==> config.mk <==
export PLATFORM = sky130hd
export DESIGN_NAME = c3f_col_sum
export DESIGN_NICKNAME = d
export VERILOG_FILES = /design/src/sv/c3f_pkg.sv /design/src/sv/c3f_col_sum.sv
export SDC_FILE = /design/constraint.sdc
export NUM_CORES = 1
export LEC_CHECK = 0
export BUFFER_PORTS_ARGS = -buffer_cell sky130_fd_sc_hd__buf_4
export CORE_MARGIN = 3
export CORE_UTILIZATION = 51
export DETAILED_ROUTE_END_ITERATION = 12
export GPL_TIMING_DRIVEN = 0
export PLACE_DENSITY = 0.82
export SETUP_SLACK_MARGIN = 0.2
export SLEW_MARGIN = 10
export SYNTH_ARGS = -nofsm -noshare
export SYNTH_HDL_FRONTEND = slang
export SYNTH_SLANG_ARGS = --single-unit
==> constraint.sdc <==
create_clock -name clk -period 3.8 [get_ports clk]
set_clock_uncertainty 0.1 [all_clocks]
set_input_delay 0.76 -clock clk [delete_from_list [all_inputs] [get_ports clk]]
set_output_delay 0.76 -clock clk [all_outputs]
set_load 0.02 [all_outputs]
==> src/sv/c3f_pkg.sv <==
// ---------------------------------------------------------------------------
// c3f_pkg: shared types and constants of the 3x3 filter
// Pixel, coefficient and sum widths, register map and the window cell
// control bundle.
// ---------------------------------------------------------------------------
package c3f_pkg;

  // default line length and frame height limit
  localparam int C3F_MAX_WIDTH = 1024;
  localparam int HEIGHT_LIMIT  = 4096;

  // datapath widths
  localparam int PIX_W    = 8;
  localparam int COEF_W   = 16;
  localparam int PROD_W   = 24;
  localparam int COLSUM_W = 26;
  localparam int FILT_W   = 28;

  // register field widths
  localparam int FW_W   = 11;
  localparam int FH_W   = 13;
  localparam int CROW_W = 48;
  localparam int OROW_W = 12;

  // apb port geometry: 64-bit registers at 8-byte spacing
  localparam int CFG_DATA_W = 64;
  localparam int CFG_ADDR_W = 6;
  localparam int REG_IDX_W  = 3;
  localparam int REG_LSB    = 3;

  // register reset values
  localparam logic [FW_W-1:0]   RST_FRAME_WIDTH  = FW_W'(640);
  localparam logic [FH_W-1:0]   RST_FRAME_HEIGHT = FH_W'(480);
  localparam logic [CROW_W-1:0] RST_COEFF_TOP    = CROW_W'(0);
  localparam logic [CROW_W-1:0] RST_COEFF_MID    = CROW_W'(256);
  localparam logic [CROW_W-1:0] RST_COEFF_BOT    = CROW_W'(0);

  typedef enum logic [REG_IDX_W-1:0] {
    REG_FRAME_WIDTH  = 3'd0,
    REG_FRAME_HEIGHT = 3'd1,
    REG_FLIP_KERNEL  = 3'd2,
    REG_COEFF_TOP    = 3'd3,
    REG_COEFF_MID    = 3'd4,
    REG_COEFF_BOT    = 3'd5
  } cfg_reg_e;

  typedef logic        [PIX_W-1:0]    pix_t;
  typedef logic signed [COEF_W-1:0]   coef_t;
  typedef logic signed [PROD_W-1:0]   prod_t;
  typedef logic signed [COLSUM_W-1:0] colsum_t;
  typedef logic signed [FILT_W-1:0]   filt_t;

  // per-cell control: column shift, product capture and padding masks
  typedef struct packed {
    logic       shift_en;
    logic       prod_en;
    logic [2:0] row_ok;
    logic       col_ok;
  } cell_ctl_t;

endpackage

==> src/sv/c3f_col_sum.sv <==
// ---------------------------------------------------------------------------
// c3f_col_sum: first level of the window adder tree
// Adds the three products of each window column into a registered sum.
// ---------------------------------------------------------------------------
module c3f_col_sum import c3f_pkg::*; (
  input  logic    clk,
  input  logic    en,
  input  prod_t   prod [3][3],
  output colsum_t sum  [3]
);

  colsum_t sum_r   [3];
  colsum_t sum_nxt [3];

  // three-term column sums
  for (genvar i = 0; i < 3; i++) begin : g_col
    assign sum_nxt[i] = COLSUM_W'(prod[i][0]) + COLSUM_W'(prod[i][1]) + COLSUM_W'(prod[i][2]);
  end

  always_ff @(posedge clk) begin
    if (en) begin
      sum_r <= sum_nxt;
    end
  end

  assign sum = sum_r;

endmodule

* Word-level counts from Yosys, hierarchy flattened
Index checks and enable logic that the tools add are counted.
Storage, ports and cells: bits in registers 78, output and inout port bits 78, logic and storage cells 9, bits of input ports 218
Cells by class: add/subtract/negate cells 6
Operator list (count):
- 25-bit by 24-bit adder with 26-bit output | 3
- 24-bit by 24-bit adder with 25-bit output | 3

* Depth between registers and ports, before layout
depth in word-level cells 2, mapped depth 11, depth with buffers taken out 11

* Least setup slack after synthesis
OpenSTA, ideal clock, no wires.
path kind in2reg, start point in prod[73] (netlist bit), end point reg sum_r (netlist bit sum[47]), data pin, required time 3433 ps, slack 479 ps, cell stages on the path 9, library setup time 267 ps, arrival time 2955 ps, path through fa_1 -> ha_1 -> fa_1 -> a211oi_1 -> o211ai_1 -> nand3_1 -> a31oi_1 -> a221oi_1 -> xnor2_1
RTL lines:
- start: declaration | RTL line c3f_col_sum.sv:8 | input prod_t prod [3][3],
- end signal: assignment | RTL line c3f_col_sum.sv:22 | sum_r <= sum_nxt;
- end: declaration | RTL line c3f_col_sum.sv:12 | colsum_t sum_r [3];

==> summary.md <==
| Metric | Value |
|---|---|
| Status | completed |
| Post-CTS setup buffers | 0 |
| CTS Buf Count | 9 |
| Post-synth EDFFs | between 70 and 80 |
| H-tree depth | 3 |
| Util after Layout | 0.7157 |
| Switching Share | 0.3850 |
| Slew Viols, Final | 0 |
| Grt met2 use | 0.4082 |
| Endpoints failing setup | 0 |
| # clock sinks | 78 |
| Commonest non-fill, non-tap cell in the layout | buf_4 |
| Final setup TNS | 0 ns |
| DRC violations left | 0 |
| 1st-pass router iterations | 5 |
| CTS root buf | clkbuf_16 |
| Clk network pwr share | 0.181 |
| Sequential share of the synthesized area | 0.3035 |
| DP Wirelength | between 15000 and 20000 um |
| Synth Net Count | 1068 |
| Crit. End Element | flop |
| Power Total | approximately 5.0 mW |
| Asr flop ratio synth | 0 |
| Post-CTS Hold Fix Bufs | 0 |
| Gpl congestion | about 0.9 |
| Crit path required time | approximately 3.8 ns |
| DR vias/cell | 5.664 |
| Power share of the sequential group | 0.276 |
| Die footprint | 0.01665 sq mm |
| Initial antenna violation count | 0 |
| P_int | slightly above 3 mW |
| Post-DRT Antenna Nets | 0 |
| Total grt overflow | 0 |
| Yosys reg bits | 78 |
| Largest net degree at the start of global routing | between 70 and 80 |
| Clk buf depth | 2 |
| GR Util met1 | 0.2816 |
| Min cycle time layout | roughly 3.4 ns |
| Total Routing Usage GR | 0.2331 |
| Initial cell density of the core | 0.5271 |
| Core box area | 0.01464 sq mm |
| PnR worst setup slack | between 0.4 and 0.5 ns |
| Area growth from synthesis to layout | 35.79% |
| Hold Crit Class | primary input to flop |
| Commonest non-fill, non-tap cells in the layout | buf_4, edfxtp_1, fa_1 |
| CTS tree | done |
| Vias in the first global route | 6653 |
| P_sw | 1.927 mW |
| First-pass GRT wire length | slightly above 30000 um |
| Iter 0 DRT Violations | roughly 390 |
| Synth warn | 0 |
| Final Cycle Share | 0.8852 |
| Nets | 1374 |
| Routed len/inst | 16.77 um |
| Max VDD drop | between 0.0002 and 0.00025 V |
| Startpoint types | primary input |
| Mapped Cells | roughly 700 |
| CP max FO | 5 |
| Netlist cell types | 65 |
| IO Count | ~300 |
| Synth Flop Type | edfxtp_1 |
| Number of port buffers | 295 |
| Gr busiest metal | met2 |
| Worst setup path category | primary input to flop |
| Slew HR | 0.3082 |
| DR vias | ~6800 |
| Post-place setup slack | -0.1371 ns |
| Leakage | between 4 and 5 nW |
| Site Rows | 44 |
| CP arrival | between 3 and 4 ns |
| Cell Pwr Density | roughly 480 mW/mm^2 |
| Synth Cell Area | 0.007719 sq mm |
| Combinational group share of total power | 0.543 |
| Ratio of cells with drive above 1 in the final layout | 0.3235 |
| Die H | approximately 130 um |
| Final Hold Viols | 0 |
| Fmax achieved | just under 300 MHz |
| CTS clk-pin slew, worst paths | ~0.060 ns |
| Met3 Use GR | 0.06059 |
| Antenna fix cells | 0 |
| Syn Area/Cell | about 11 sq um |
| Unrepaired setup endpoints after global routing | no |
| Die X | roughly 130 um |
| Max reg flops | 78 |
| Actual slew at the worst max-slew pin | 1.038 ns |
| Max-Cap Viols | 0 |
| Routed WL | 20090 um |
power by group through the flow:
stage / Sequential, mW / Combinational (mW) / Clock (mW)
floorplan: 1.72 / 1.39 / 0
global placement: 1.39 / 2.65 / 0
detailed placement: 1.40 / 2.70 / 0
CTS: 1.38 / 2.72 / 0.931
global route: 1.41 / 2.98 / 0.968
finish: 1.38 / 2.72 / 0.905
cell families after synthesis:
logic type / count (synthesis) / share of synthesized area
and+or+nand+nor: 146 / 0.09596
adders and majority gates: 147 / 0.3112
xor gates and xnor gates: 59 / 0.06695
DFF: 78 / 0.3035
buffers and inverters: 49 / 0.02432
muxes: 3 / 0.003891
AOI/OAI and AO/OA: 221 / 0.1942
worst paths after layout:
kind | start | end | slack (ns) | cells after the start
setup / recovery | prod[145] | sum[73] | 0.44 | 10
hold / removal | prod[193] | sum[53] | 0.81 | 3
cells in the mapped netlist, types with 6 or more instances:
library cell,count,share of area
nor2b_1,8,0.0065
o211ai_1,11,0.011
o21ai_0,28,0.018
nand2_1,39,0.019
xnor2_1,38,0.043
nor3_1,14,0.0091
o31ai_1,6,0.0058
edfxtp_1,78,0.30
nor2_1,26,0.013
fa_1,75,0.19
a21o_1,22,0.021
clkbuf_1,11,0.0053
nand2b_1,7,0.0057
inv_1,35,0.017
a31oi_1,11,0.0089
and3_1,6,0.0049
a211o_1,6,0.0068
xor2_1,21,0.024
nand3_1,17,0.011
o21bai_1,14,0.014
a211oi_1,9,0.0088
a21oi_1,66,0.043
ha_1,72,0.12
nand4_1,10,0.0081
critical path, stage by stage:
cell and delay (ns):
buf_4 0.11, fa_1 0.49, ha_1 0.26, fa_1 0.49
a21oi_1 0.19, o211ai_1 0.20, a211oi_2 0.41, nand2b_1 0.21
o21ai_0 0.08, nor3b_1 0.14
per-stage QoR:
step                      instance area [sq um]  hold slack (ns)  cells
final                                     10480           0.8094   1198
after global routing                      10480           0.8030   1198
after CTS                                 10470           0.7916   1198
after detailed placement                  10160            1.090   1182
after global placement                    10160            1.089   1182
after floorplan                            7719           0.7725    703
layer usage:
| layer | vias up | wire [um] |
|---|---|---|
| li1 | 3272 | - |
| met1 | 3236 | 7882 |
| met2 | 255 | 10080 |
| met3 | 23 | 1671 |
| met4 | 0 | 447 |
| met5 | - | 0 |
final cells by class:
class	count	area, sq um
fillers	1119	4163
inverters	35	131.4
repair buffers	295	2215
well taps	184	230.2
flip-flops and latches	78	2342
clock inverters	5	73.82
multi-input cells	576	5200
clock buffers	11	232.7
plain buffers	14	56.30
repair_timing:
action | in CTS | in global routing
endpoints found under the hold margin | 0 | 0
gates resized for setup | 0 | 2
setup endpoints to repair | 0 | 2
No activity file was read; power rests on OpenSTA's default activity.
