<file path="src/sv/c3f_pkg.sv">
// ---------------------------------------------------------------------------
// c3f_pkg: shared types and constants of the 3x3 filter
// Pixel, coefficient and sum widths, register map and the window cell
// control bundle.
// ---------------------------------------------------------------------------
package c3f_pkg;

  // default line length and frame height limit
  localparam int C3F_MAX_WIDTH = 1024;
  localparam int HEIGHT_LIMIT  = 4096;

  // datapath widths
  localparam int PIX_W    = 8;
  localparam int COEF_W   = 16;
  localparam int PROD_W   = 24;
  localparam int COLSUM_W = 26;
  localparam int FILT_W   = 28;

  // register field widths
  localparam int FW_W   = 11;
  localparam int FH_W   = 13;
  localparam int CROW_W = 48;
  localparam int OROW_W = 12;

  // apb port geometry: 64-bit registers at 8-byte spacing
  localparam int CFG_DATA_W = 64;
  localparam int CFG_ADDR_W = 6;
  localparam int REG_IDX_W  = 3;
  localparam int REG_LSB    = 3;

  // register reset values
  localparam logic [FW_W-1:0]   RST_FRAME_WIDTH  = FW_W'(640);
  localparam logic [FH_W-1:0]   RST_FRAME_HEIGHT = FH_W'(480);
  localparam logic [CROW_W-1:0] RST_COEFF_TOP    = CROW_W'(0);
  localparam logic [CROW_W-1:0] RST_COEFF_MID    = CROW_W'(256);
  localparam logic [CROW_W-1:0] RST_COEFF_BOT    = CROW_W'(0);

  typedef enum logic [REG_IDX_W-1:0] {
    REG_FRAME_WIDTH  = 3'd0,
    REG_FRAME_HEIGHT = 3'd1,
    REG_FLIP_KERNEL  = 3'd2,
    REG_COEFF_TOP    = 3'd3,
    REG_COEFF_MID    = 3'd4,
    REG_COEFF_BOT    = 3'd5
  } cfg_reg_e;

  typedef logic        [PIX_W-1:0]    pix_t;
  typedef logic signed [COEF_W-1:0]   coef_t;
  typedef logic signed [PROD_W-1:0]   prod_t;
  typedef logic signed [COLSUM_W-1:0] colsum_t;
  typedef logic signed [FILT_W-1:0]   filt_t;

  // per-cell control: column shift, product capture and padding masks
  typedef struct packed {
    logic       shift_en;
    logic       prod_en;
    logic [2:0] row_ok;
    logic       col_ok;
  } cell_ctl_t;

endpackage

</file>
<file path="src/sv/c3f_window_cell.sv">
// ---------------------------------------------------------------------------
// c3f_window_cell: one column of the 3x3 window
// Holds three pixels, hands them to the next cell on each shift and forms
// the three padded coefficient products of its column.
// ---------------------------------------------------------------------------
module c3f_window_cell import c3f_pkg::*; (
  input  logic      clk,
  input  logic      rst_n,
  input  cell_ctl_t ctl,
  input  pix_t      col_in  [3],
  input  coef_t     coef    [3],
  output pix_t      col_out [3],
  output prod_t     prod    [3]
);

  pix_t  col_r    [3];
  prod_t prod_r   [3];
  prod_t prod_nxt [3];

  // column shift register
  always_ff @(posedge clk) begin
    if (!rst_n) begin
      col_r <= '{default: '0};
    end else if (ctl.shift_en) begin
      col_r <= col_in;
    end
  end

  // products, padded taps forced to zero pixel
  for (genvar k = 0; k < 3; k++) begin : g_tap
    prod_t cx;
    prod_t px;
    assign px = (ctl.row_ok[k] && ctl.col_ok) ? PROD_W'($signed({1'b0, col_r[k]})) : '0;
    assign cx = PROD_W'(coef[k]);
    assign prod_nxt[k] = cx * px;
  end

  always_ff @(posedge clk) begin
    if (ctl.prod_en) begin
      prod_r <= prod_nxt;
    end
  end

  assign col_out = col_r;
  assign prod    = prod_r;

endmodule

</file>
<file path="config.mk">
export PLATFORM = sky130hd
export DESIGN_NAME = c3f_window_cell
export DESIGN_NICKNAME = d
export VERILOG_FILES = /design/src/sv/c3f_pkg.sv /design/src/sv/c3f_window_cell.sv
export SDC_FILE = /design/constraint.sdc
export NUM_CORES = 1
export LEC_CHECK = 0
export BUFFER_PORTS_ARGS = -buffer_cell sky130_fd_sc_hd__clkbuf_2
export CORE_MARGIN = 1
export CORE_UTILIZATION = 56
export CTS_CLUSTER_SIZE = 24
export DETAILED_ROUTE_END_ITERATION = 10
export PLACE_DENSITY = 0.85
export SYNTH_ARGS = -nofsm -noshare
export SYNTH_HDL_FRONTEND = slang
export SYNTH_SLANG_ARGS = --single-unit
</file>
<file path="constraint.sdc">
create_clock -name clk -period 6.4 [get_ports clk]
set_clock_uncertainty 0.2 [all_clocks]
set_input_delay 0.64 -clock clk [delete_from_list [all_inputs] [get_ports clk]]
set_output_delay 0.64 -clock clk [all_outputs]
set_load 0.02 [all_outputs]
</file>
### After elaboration in Yosys (flattened, before gate mapping)

Index checks and enable logic that the tools add are counted.

| cells by class | value |
|---|---|
| $mul | 3 |
| mux-type cells | 3 |
| reduce and logical (&&, ||, !) cells | 3 |

Operators with widths:

| kind | count |
|---|---|
| 16-bit by 9-bit multiplier with 24-bit output | 3 |
| 8-bit two-way mux | 3 |
| 1-bit logical AND | 3 |

| word-level totals | value |
|---|---|
| register bits after elaboration | 96 |
| input port bits | 80 |
| output and inout port bits | 96 |
| logic and storage cells | 15 |

### Depth between registers and ports, before layout

| logic depth | value |
|---|---|
| word-level depth | 3 |
| gate-level depth with buffers | 22 |
| gate-level depth less buffers | 18 |

### Worst setup path after synthesis

No wires, ideal clock.

| timing | value |
|---|---|
| path type | in2reg |
| from | in ctl[0] (netlist bit) |
| to | reg prod_r (netlist bit prod[69]) (data pin) |
| setup time | 255 ps |
| data arrival time | 5675 ps |
| required time | 5945 ps |
| path slack | 270 ps |
| stages | 20 |
| path buffers | 4 |
| path through | clkbuf_1 -> clkbuf_1 -> and3_1 -> clkbuf_1 -> clkbuf_1 -> nand2_1 -> fa_1 -> inv_1 -> fa_1 -> fa_1 -> inv_1 -> fa_1 -> inv_1 -> ha_1 -> a211o_1 -> a21o_1 -> o21a_1 -> o31a_1 -> or4_1 -> and3_1 |

RTL lines:

| element | line | RTL |
|---|---|---|
| start: declaration | c3f_window_cell.sv:9 | `input cell_ctl_t ctl,` |
| end signal: assignment | c3f_window_cell.sv:40 | `prod_r <= prod_nxt;` |
| end: declaration | c3f_window_cell.sv:17 | `prod_t prod_r [3];` |

==> impl_metrics.env <==
export IMPL_crit_arrival_ps=5890
export IMPL_cp_max_fo=17
export IMPL_grt_max_degree=73
export IMPL_cts_setup_buffers=0
export IMPL_cts_hold_buf=0
export IMPL_relSlewSlack_pct=31.5
export IMPL_startpoint_type="input port"
export IMPL_drtPass1Iterations=5
export IMPL_synth_area_um2=16900
export IMPL_hp_start="col_in[0]"
export IMPL_async_reset_ff_share_pct=0
export IMPL_ir_worst_vdd_v=0.000127
export IMPL_hold_viol=0
export IMPL_die_w_um=176
export IMPL_wirelength_um=38900
export IMPL_worstHoldPathCells=3
export IMPL_drv_cap=0
export IMPL_syn_to_final_growth_pct=9.11
export IMPL_grt_pass1_wl_um=65900
export IMPL_ys_types=52
export IMPL_yosys_warnings=0
export IMPL_hold_path_end="col_out[0]"
export IMPL_die_h_um=176
export IMPL_p_leak_nw=9.93
export IMPL_numClockSinks=96
export IMPL_drive_gt1_share_pct=10.5
export IMPL_end_kind="flip-flop"
export IMPL_placed_cell_area_um2=18100
export IMPL_viasPerCell=5.42
export IMPL_final_nets=2507
export IMPL_status="complete, no violations"
export IMPL_core_rowCount=63
export IMPL_cts_tree="yes"
export IMPL_globalplace_congestion=0.930
export IMPL_clk_pin_slew_worst_paths_ps=80
export IMPL_place_detailed_hpwl_um=32400
export IMPL_cts_buffers=9
export IMPL_clk_path_buf_depth=2
export IMPL_io_buffers=175
export IMPL_power_density_nw_per_um2=106
export IMPL_synth_top_area_share_pct=35.6
export IMPL_drt_iter0_drc=979
export IMPL_netlist_top_cells_area="fa_1, edfxtp_1, ha_1"
export IMPL_avgSynthCellArea_um2=9.15
export IMPL_cp_required_ps=6300
export IMPL_htree_num_levels=3
export IMPL_r2r_cells=16
export IMPL_hp_class="in -> reg"
export IMPL_synth_ff_type="edfxtp_1"
export IMPL_grt_pass1_vias=14000
export IMPL_overflow=0
export IMPL_rsz0062_at_grt="no"
export IMPL_num_vias=12900
export IMPL_wl_per_cell_um=16.3
export IMPL_dieArea_um2=30800
export IMPL_core_area_um2=29600
export IMPL_min_period_ps=5980
export IMPL_final_cells=2381
export IMPL_yosysSeqAreaShare_pct=15.7
export IMPL_r2r_setup_slack_ps=690
export IMPL_antenna_cells_inserted=0
export IMPL_crit_type="in -> reg"
export IMPL_clk_latency_ps=370
export IMPL_initial_core_util_pct=56.9
export IMPL_grt_util_all_layers_pct=27.2
export IMPL_place_inst=2365
export IMPL_r2r_start="col_out[1]"
export IMPL_post_route_drc_count=0
export IMPL_holdWs_ps=336
export IMPL_slew_violations=0
export IMPL_cts_root_buf="clkbuf_16"
export IMPL_design_area_um2=18400
export IMPL_ys_ff_latch=96
export IMPL_clock_fmax_mhz=167
export IMPL_r2r_end="prod[23]"
export IMPL_yosys_area_top_type="fa_1"
export IMPL_cts_resized=0
export IMPL_synth_edf_count=72
export IMPL_period_share_pct=93.5
export IMPL_tns_ps=0
export IMPL_antenna_found_initial=0
export IMPL_io_pins=176
export IMPL_netlist_instances=1845
export IMPL_worst_slew_pin_slew_ps=1030
export IMPL_syn_nets=2366
export IMPL_ant_nets=0
export IMPL_setup_violations=0
==> placed cells by master (no fill, tap or decap), types with 14 or more instances in the layout <==
| master | n |
|---|---|
| dfxtp_1 | 24 |
| clkbuf_2 | 174 |
| nor2b_1 | 26 |
| edfxtp_1 | 72 |
| inv_1 | 463 |
| nor2_1 | 23 |
| a21o_1 | 19 |
| fa_1 | 300 |
| and3_1 | 26 |
| nand2_1 | 256 |
| ha_1 | 141 |
| buf_4 | 16 |
| xnor2_1 | 48 |
| o21ai_0 | 29 |
| mux2i_1 | 26 |
| xor2_1 | 14 |
| a21oi_1 | 49 |
| and2_1 | 164 |
==> per-layer routing <==
layer	part of all wire, %	GRT usage [%]	wire length, um
met5	0	0	0
met4	3.6	10.8	1420
met3	7.5	5.63	2910
met2	50	48.1	19600
met1	38	32.2	14900
==> worst max-delay path, cell delays in order <==
cell and delay [ps]:
clkbuf_2 290, and3_1 620, nand2_1 220, fa_1 550, inv_1 50, fa_1 480, fa_1 550, inv_1 50
fa_1 480, inv_1 40, ha_1 380, nand4_1 200, nor4_1 300, nor2_1 120, a2111oi_0 540, o22ai_1 190
xnor2_1 170
==> stage by stage <==
stage / worst slack [ps] / utilization, % / power, mW
4_1_cts: 393 / 62.1 / 1.96
2_1_floorplan: 270 / - / 1.16
3_3_place_gp: 164 / 61.1 / 1.36
5_1_grt: 102 / 62.1 / 2.06
6_report: 419 / 62.1 / 1.95
3_5_place_dp: 62.9 / 61.1 / 1.38
==> logic make-up (layout without fill, tap and decap cells) <==
| group | Yosys count | count (layout) | share of synthesized area (%) |
|---|---|---|---|
| simple gates | 540 | 540 | 15.8 |
| buf+inv | 523 | 669 | 11.7 |
| fa+ha+maj | 441 | 441 | 46.0 |
| compound gates | 157 | 157 | 5.98 |
| flops | 96 | 96 | 15.7 |
| xor+xnor | 62 | 62 | 3.22 |
| mux | 26 | 26 | 1.54 |
==> cells in the mapped netlist (24+ instances only) <==
| cell | n |
|---|---|
| a21oi_1 | 49 |
| and2_1 | 164 |
| and3_1 | 26 |
| clkbuf_1 | 57 |
| dfxtp_1 | 24 |
| edfxtp_1 | 72 |
| fa_1 | 300 |
| ha_1 | 141 |
| inv_1 | 463 |
| mux2i_1 | 26 |
| nand2_1 | 256 |
| nor2b_1 | 26 |
| o21ai_0 | 29 |
| xnor2_1 | 48 |
==> flip-flops by register name (all words and copies together), names as in the netlist <==
| name | cells |
|---|---|
| prod | 72 |
| col_out | 24 |
==> final cells by class <==
class | instances | area (um^2)
Inverter | 463 | 1740
Fill cell | 2403 | 11200
Tap cell | 390 | 488
Timing Repair Buffer | 190 | 991
Clock buffer | 10 | 229
Multi-Input combinational cell | 1226 | 12300
Sequential cell | 96 | 2640
Clock inverter | 6 | 67.6
==> worst max-delay path by stage <==
stage / start / end / slack [ps] / cells past startpoint
floorplan: ctl[0] / prod[69] / 270 / 20
global placement: ctl[0] / prod[68] / 160 / 16
detailed placement: ctl[0] / prod[68] / 60 / 16
CTS: ctl[0] / prod[68] / 390 / 16
global route: ctl[0] / prod[68] / 100 / 16
finish: ctl[0] / prod[23] / 420 / 17
==> report_power, final <==
part,internal (mW),switching [mW],total [mW],leakage [nW]
Clock,0.305,0.267,0.572,0.141
Sequential,0.732,0.0248,0.757,0.936
Combinational,0.225,0.394,0.619,8.85
Total,1.26,0.686,1.95,9.93
Note: power is estimated with default switching activity, not from simulation.
